**config.mk**
```make
export PLATFORM = sky130hd
export DESIGN_NAME = servo_turnout_sequencer
export DESIGN_NICKNAME = d
export VERILOG_FILES = /design/src/rtl/stsq_pkg.sv /design/src/rtl/stsq_step.sv /design/src/rtl/servo_turnout_sequencer.sv
export SDC_FILE = /design/constraint.sdc
export NUM_CORES = 1
export LEC_CHECK = 0
export BUFFER_PORTS_ARGS = -buffer_cell sky130_fd_sc_hd__buf_4
export CAP_MARGIN = 5
export CORE_ASPECT_RATIO = 1.4
export CORE_MARGIN = 3
export CORE_UTILIZATION = 50
export DETAILED_ROUTE_END_ITERATION = 8
export PLACE_DENSITY = 0.72
export SLEW_MARGIN = 20
export SYNTH_ARGS = -nofsm -noshare
export SYNTH_HDL_FRONTEND = slang
export SYNTH_SLANG_ARGS = --single-unit
```
**constraint.sdc**
```tcl
create_clock -name clk -period 2.9 [get_ports clk]
set_clock_uncertainty 0.1 [all_clocks]
set_input_delay 0.29 -clock clk [delete_from_list [all_inputs] [get_ports clk]]
set_output_delay 0.29 -clock clk [all_outputs]
set_load 0.05 [all_outputs]
```
**src/rtl/stsq_pkg.sv**
```systemverilog
`timescale 1ns / 1ps
`default_nettype none

package stsq_pkg;

  localparam int unsigned PosW   = 8;
  localparam int unsigned TimerW = 9;
  localparam int unsigned CmdW   = 3;
  localparam int unsigned CfgIdxW = 3;
  localparam int unsigned CfgDataW = 8;

  localparam logic [TimerW-1:0] WaitPowerOn  = TimerW'(300);
  localparam logic [TimerW-1:0] WaitPowerOff = TimerW'(500);

  typedef enum logic [CmdW-1:0] {
    CMD_TICK       = 3'd0,
    CMD_REQUEST    = 3'd1,
    CMD_INIT       = 3'd2,
    CMD_ENTER_PROG = 3'd3,
    CMD_LEAVE_PROG = 3'd4
  } cmd_t;

  typedef enum logic [1:0] {
    MOT_CLOSED   = 2'd0,
    MOT_THROWN   = 2'd1,
    MOT_CLOSING  = 2'd2,
    MOT_THROWING = 2'd3
  } motion_t;

  typedef enum logic [CfgIdxW-1:0] {
    REG_START_POSITION   = 3'd0,
    REG_END_POSITION     = 3'd1,
    REG_STEP_INTERVAL    = 3'd2,
    REG_INVERT_OPERATION = 3'd3,
    REG_INVERT_POWER     = 3'd4,
    REG_INVERT_FROG      = 3'd5
  } cfg_reg_t;

  typedef struct packed {
    logic [PosW-1:0] start_position;
    logic [PosW-1:0] end_position;
    logic [PosW-1:0] step_interval;
    logic            invert_operation;
    logic            invert_power;
    logic            invert_frog;
  } stsq_cfg_t;

  typedef struct packed {
    motion_t           motion;
    logic [PosW-1:0]   position;
    logic [TimerW-1:0] wait_timer;
    logic              power_on;
    logic              frog;
  } stsq_state_t;

  typedef struct packed {
    logic [PosW-1:0] servo_position;
    logic            servo_enabled;
    logic            power_level;
    logic            frog_level;
    motion_t         motion_code;
    logic            reported_active;
    logic            arrived;
    logic            request_taken;
  } stsq_result_t;

endpackage

`default_nettype wire

```
**src/rtl/stsq_step.sv**
```systemverilog
`timescale 1ns / 1ps
`default_nettype none

module stsq_step import stsq_pkg::*; (
  input  wire logic [CmdW-1:0] cmd,
  input  wire logic            requested_active,
  input  wire stsq_cfg_t       cfg,
  input  wire stsq_state_t     st,
  output stsq_state_t          st_nxt,
  output stsq_result_t         res
);

  logic [TimerW-1:0] timer_dec;
  logic              to_thrown;
  logic [PosW-1:0]   goal;
  logic              want;
  logic              goal_thrown;
  logic              settled;
  logic              arrived;
  logic              taken;

  assign timer_dec   = (st.wait_timer != '0) ? st.wait_timer - TimerW'(1) : '0;
  assign to_thrown   = (st.motion == MOT_THROWING);
  assign goal        = to_thrown ? cfg.end_position : cfg.start_position;
  assign want        = requested_active ^ cfg.invert_operation;
  assign goal_thrown = (st.motion == MOT_THROWN) || (st.motion == MOT_THROWING);
  assign settled     = (st.motion == MOT_CLOSED) || (st.motion == MOT_THROWN);

  always_comb begin
    st_nxt  = st;
    arrived = 1'b0;
    taken   = 1'b0;
    case (cmd)
      CMD_TICK: begin
        st_nxt.wait_timer = timer_dec;
        if (settled) begin
          if (st.power_on && (timer_dec == '0)) begin
            st_nxt.power_on = 1'b0;
          end
        end else if (st.position == goal) begin
          st_nxt.wait_timer = WaitPowerOff;
          st_nxt.motion     = to_thrown ? MOT_THROWN : MOT_CLOSED;
          st_nxt.frog       = to_thrown ^ cfg.invert_frog;
          arrived           = 1'b1;
        end else if (timer_dec == '0) begin
          st_nxt.position   = to_thrown ? st.position + PosW'(1) : st.position - PosW'(1);
          st_nxt.wait_timer = {1'b0, cfg.step_interval};
        end
      end
      CMD_REQUEST: begin
        if (want != goal_thrown) begin
          st_nxt.power_on   = 1'b1;
          st_nxt.wait_timer = WaitPowerOn;
          st_nxt.motion     = want ? MOT_THROWING : MOT_CLOSING;
          taken             = 1'b1;
        end
      end
      CMD_INIT: begin
        st_nxt.position   = want ? cfg.end_position : cfg.start_position;
        st_nxt.power_on   = 1'b1;
        st_nxt.wait_timer = WaitPowerOn;
        st_nxt.motion     = want ? MOT_THROWING : MOT_CLOSING;
      end
      CMD_ENTER_PROG: begin
        st_nxt.motion     = MOT_THROWN;
        st_nxt.power_on   = 1'b1;
        st_nxt.wait_timer = WaitPowerOn;
      end
      CMD_LEAVE_PROG: begin
        st_nxt.motion     = MOT_CLOSING;
        st_nxt.power_on   = 1'b1;
        st_nxt.wait_timer = WaitPowerOn;
      end
      default: begin
      end
    endcase
  end

  always_comb begin
    res.servo_position  = st_nxt.position;
    res.servo_enabled   = st_nxt.power_on;
    res.power_level     = st_nxt.power_on ? cfg.invert_power : ~cfg.invert_power;
    res.frog_level      = st_nxt.frog;
    res.motion_code     = st_nxt.motion;
    res.reported_active = ((st_nxt.motion == MOT_CLOSING) || (st_nxt.motion == MOT_THROWN))
                          ^ cfg.invert_operation;
    res.arrived         = arrived;
    res.request_taken   = taken;
  end

endmodule

`default_nettype wire

```
**src/rtl/servo_turnout_sequencer.sv**
```systemverilog
`timescale 1ns / 1ps
`default_nettype none

// Channel   Direction  Ports
// input     in         in_valid, in_stall, in_command, in_requested_active
// result    out        out_valid, out_stall, out_servo_position .. out_request_taken
// config    in         cfg_wr_en, cfg_addr, cfg_wr_data
//
// Each transfer is handled combinationally; its result is valid in the next cycle.
// A new item can be taken every cycle unless a held result is stalled by out_stall.
// The turnout state and the result register update together on each input transfer.
// in_stall is high only while a result is held and out_stall is high.
// Synchronous active-low reset clears state, config and out_valid, not res_r.
module servo_turnout_sequencer import stsq_pkg::*; (
  input  wire logic                clk,
  input  wire logic                rst_n,
  input  wire logic                in_valid,
  output logic                     in_stall,
  input  wire logic [CmdW-1:0]     in_command,
  input  wire logic                in_requested_active,
  output logic                     out_valid,
  input  wire logic                out_stall,
  output logic [PosW-1:0]          out_servo_position,
  output logic                     out_servo_enabled,
  output logic                     out_power_level,
  output logic                     out_frog_level,
  output logic [1:0]               out_motion_code,
  output logic                     out_reported_active,
  output logic                     out_arrived,
  output logic                     out_request_taken,
  input  wire logic                cfg_wr_en,
  input  wire logic [CfgIdxW-1:0]  cfg_addr,
  input  wire logic [CfgDataW-1:0] cfg_wr_data
);

  stsq_cfg_t    cfg_r;
  stsq_state_t  state_r;
  stsq_state_t  state_nxt;
  stsq_result_t res_r;
  stsq_result_t res_nxt;
  logic         out_valid_r;
  logic         in_xfer;

  assign in_stall = out_valid_r & out_stall;
  assign in_xfer  = in_valid & ~in_stall;

  always_ff @(posedge clk) begin
    if (!rst_n) begin
      cfg_r <= '0;
    end else if (cfg_wr_en) begin
      case (cfg_addr)
        REG_START_POSITION:   cfg_r.start_position   <= cfg_wr_data;
        REG_END_POSITION:     cfg_r.end_position     <= cfg_wr_data;
        REG_STEP_INTERVAL:    cfg_r.step_interval    <= cfg_wr_data;
        REG_INVERT_OPERATION: cfg_r.invert_operation <= cfg_wr_data[0];
        REG_INVERT_POWER:     cfg_r.invert_power     <= cfg_wr_data[0];
        REG_INVERT_FROG:      cfg_r.invert_frog      <= cfg_wr_data[0];
        default: begin
        end
      endcase
    end
  end

  stsq_step u_step (
    .cmd              (in_command),
    .requested_active (in_requested_active),
    .cfg              (cfg_r),
    .st               (state_r),
    .st_nxt           (state_nxt),
    .res              (res_nxt)
  );

  always_ff @(posedge clk) begin
    if (!rst_n) begin
      state_r     <= '{motion: MOT_CLOSED, default: '0};
      out_valid_r <= 1'b0;
    end else begin
      if (in_xfer) begin
        state_r <= state_nxt;
      end
      if (in_xfer) begin
        out_valid_r <= 1'b1;
      end else if (!out_stall) begin
        out_valid_r <= 1'b0;
      end
    end
  end

  always_ff @(posedge clk) begin
    if (in_xfer) begin
      res_r <= res_nxt;
    end
  end

  assign out_valid           = out_valid_r;
  assign out_servo_position  = res_r.servo_position;
  assign out_servo_enabled   = res_r.servo_enabled;
  assign out_power_level     = res_r.power_level;
  assign out_frog_level      = res_r.frog_level;
  assign out_motion_code     = res_r.motion_code;
  assign out_reported_active = res_r.reported_active;
  assign out_arrived         = res_r.arrived;
  assign out_request_taken   = res_r.request_taken;

  a_timer_bound: assert property (@(posedge clk) disable iff (!rst_n)
    state_r.wait_timer <= WaitPowerOff)
    else $error("wait timer above power-off hold");

  a_xfer_gives_result: assert property (@(posedge clk) disable iff (!rst_n)
    in_xfer |=> out_valid_r)
    else $error("input transfer produced no result");

  a_held_result_blocks: assert property (@(posedge clk) disable iff (!rst_n)
    (out_valid_r && out_stall) |=> ($stable(res_r) && out_valid_r))
    else $error("held result changed");

  a_arrival_settled: assert property (@(posedge clk) disable iff (!rst_n)
    (out_valid_r && res_r.arrived) |->
      (res_r.motion_code == MOT_CLOSED || res_r.motion_code == MOT_THROWN))
    else $error("arrival reported while still moving");

  a_taken_powered: assert property (@(posedge clk) disable iff (!rst_n)
    (out_valid_r && res_r.request_taken) |-> res_r.servo_enabled)
    else $error("accepted request left servo unpowered");

endmodule

`default_nettype wire
```
==> impl_metrics.tcl <==
set metrics [dict create \
    status "completed" \
    crit_path_end_kind "flop" \
    grt_util_all_layers 0.2220 \
    clk_latency_ns 0.34 \
    synth-adder-area-share 0.02942 \
    pin_count 38 \
    die-area_um2 8391 \
    maxSlewViolCount 0 \
    async_reset_ff_frac 0 \
    clock-root-buffer "clkbuf_8" \
    r2r_start "state_r[2]" \
    fmax_mhz 360.6 \
    start_util 0.5205 \
    synth-seq-cells 65 \
    crit_path_max_fanout 6 \
    yosys-top-cells-area "dfxtp_1, edfxtp_1, nand2_1, mux2i_1, a21boi_0" \
    vias_per_cell 5.720 \
    synth_fp_nets 456 \
    post-route-min-period_ns 2.773 \
    synth_compound_area_frac 0.2005 \
    synth_edf_count 16 \
    grt_start_max_net_pins 54 \
    yosys_warnings 0 \
    synth.most_common_cell "nand2_1" \
    final_antenna_net_count 0 \
    place_ws_ns 0.1499 \
    core_area_um2 7027 \
    cp.arrival_ns 2.77 \
    rows 36 \
    ys_types 57 \
    hold_depth 2 \
    fin_tns_setup_ns 0 \
    h-tree-depth 3 \
    die_h_um 107.2 \
    drtIter0Drc 229 \
    dpl.hpwl_mm 6.565 \
    grt_pass1_wl_mm 14.55 \
    cts_tree "done" \
    drc 0 \
    antenna_cells 0 \
    syn_area_per_cell_um2 8.545 \
    wl_per_cell_um 15.66 \
    p_total_uw 2234 \
    dr.pass1.iters 5 \
    cts_made_buffers 9 \
    synthFlopType "dfxtp_1" \
    maxCapViolCount 0 \
    synth-seq-area-share 0.3996 \
    crit_type "reg -> reg" \
    fill_cells 650 \
    maxSlewHeadroom 0.4379 \
    startpoint_type "flop" \
    p_per_area_nw_per_um2 523.1 \
    cts_resized 0 \
    synthTopCellsByCount "nand2_1, dfxtp_1, nor2_1" \
    num_vias 3232 \
    synthesis.area_um2 3657 \
    postCtsSetupBuffers 0 \
    yosys.area_share.simple 0.2159 \
    yosysTopAreaCell "dfxtp_1" \
    fp.dieW_um 78.28 \
    reg2reg_slack_ns 0.13 \
    hold_end "out_valid" \
    layout_setup_ws_ns 0.1266 \
    cts_max_path_buffers 2 \
    synthCells 428 \
    synth_top_family_by_area "simple AND/OR/NAND/NOR gates" \
    worstMarginPinSlew_ns 0.8367 \
    final_nets 493 \
    muxShareOfSynthArea 0.05850 \
    clkSinkCount 65 \
    yosysTopAreaCellShare 0.2682 \
    finalHoldViolCount 0 \
    grt.overflow.total 0 \
    r2r_cells 7 \
    gp_congestion 0.8880 \
    io_buffers 37 \
    min_from "in_valid" \
    hold_path_class "in -> reg" \
    fin_crit_sh 0.9563 \
    path_clk_slew_ns 0.07 \
    antenna_found_initial 0 \
    grt_pass1_vias 3047 \
    cts_hold_buf 0 \
    wl_mm 8.850 \
    rsz0062_at_grt "no" \
    synth_xor_area_frac 0.05269 \
    setup_viol 0 \
    timing.rr.end "out_servo_position[6]" \
    max-vdd-ir-drop_v 0.0003025 \
    drive_above_1_share 0.1809 \
    critical_path_required_ns 2.90 \
    synthToLayoutAreaGrowth_pct 16.80 \
    cellLeakagePower_uw 0.001676 \
]
[report_power, final]
group          total, uW  internal (uW)  switching [uW]  leakage [uW]
registers            998            970            28.8      0.000558
clock network        812            458             354      0.000112
logic                424            169             255       0.00101
total               2230           1600             637       0.00168
[how the worst max path moves through the flow]
| stage | start | endpoint | slack (ns) | cells past startpoint |
|---|---|---|---|---|
| floorplan | state_r[19] | out_servo_position[6] | 0.11 | 10 |
| global placement | state_r[2] | out_servo_position[5] | 0.20 | 7 |
| detailed placement | state_r[20] | out_servo_position[6] | 0.15 | 9 |
| CTS | state_r[19] | out_servo_position[6] | 0.13 | 9 |
| global route | state_r[2] | out_servo_position[6] | 0.002 | 9 |
| finish | state_r[2] | out_servo_position[6] | 0.13 | 7 |
[cell families (layout without fill, tap and decap cells)]
logic type / count (synthesis) / after routing
AO/OA/AOI/OAI: 106 / 106
XOR/XNOR: 22 / 22
adder cells (fa/ha/maj): 8 / 8
buffers and inverters: 40 / 82
flip-flops: 65 / 65
multiplexers: 21 / 21
AND/OR/NAND/NOR: 166 / 166
[critical path, cell delays in order, from the launching register on]
cell and delay [ns]:
dfxtp_1 0.36, or4_4 0.55, or4_4 0.49, o211a_1 0.15
and2_1 0.21, and3b_1 0.24, a31oi_1 0.19, a21bo_2 0.24
[sequential cells by signal, indices dropped and copies added (netlist names)]
signal               flops
out_motion_code          2
out_request_taken        1
out_servo_position       8
out_arrived              1
out_reported_active      1
state_r                 21
out_frog_level           1
out_power_level          1
cfg_r                   27
out_servo_enabled        1
out_valid                1
[metal layers]
layer,track usage,part of all wire
met1,0.2772,0.43
met2,0.3652,0.48
met3,0.04370,0.051
met4,0.1075,0.035
met5,0,0
[cell type report]
cell class | count | area, um^2 | area share
Multi-Input combinational cell | 323 | 2039 | 0.4774
Sequential cell | 65 | 1463 | 0.3424
Timing Repair Buffer | 49 | 367.9 | 0.08612
Inverter | 17 | 63.81 | 0.01494
Tap cell | 95 | 118.9 | 0.02783
Clock inverter | 3 | 17.52 | 0.004101
Clock buffer | 13 | 201.4 | 0.04716
[metrics by stage]
| stage | hold WS, ns | util | instances | area [um^2] |
|---|---|---|---|---|
| after floorplan | 0.3141 | - | 428 | 3657 |
| after CTS | 0.06478 | 0.6074 | 565 | 4268 |
| final | 0.06653 | 0.6079 | 565 | 4272 |
| after detailed placement | 0.3705 | 0.5762 | 549 | 4049 |
| after global routing | 0.06452 | 0.6079 | 565 | 4272 |
| after global placement | 0.3653 | 0.5762 | 549 | 4049 |
[layout by cell type (no fill, tap or decap), types with 4 or more instances in the layout]
cell	n
a21oi_1	14
a31oi_1	5
xnor2_1	18
o31a_1	4
or2_2	4
o21a_1	4
mux2i_1	18
ha_1	7
dfxtp_1	48
o21ai_0	21
xor2_1	4
and2_1	4
nand2_1	71
buf_4	49
inv_1	17
nor2b_1	16
nor2_1	30
nor3_1	9
edfxtp_1	16
o22ai_1	8
nand3_1	10
a21boi_0	21
clkbuf_8	11
Note: power is estimated with default switching activity, not from simulation.
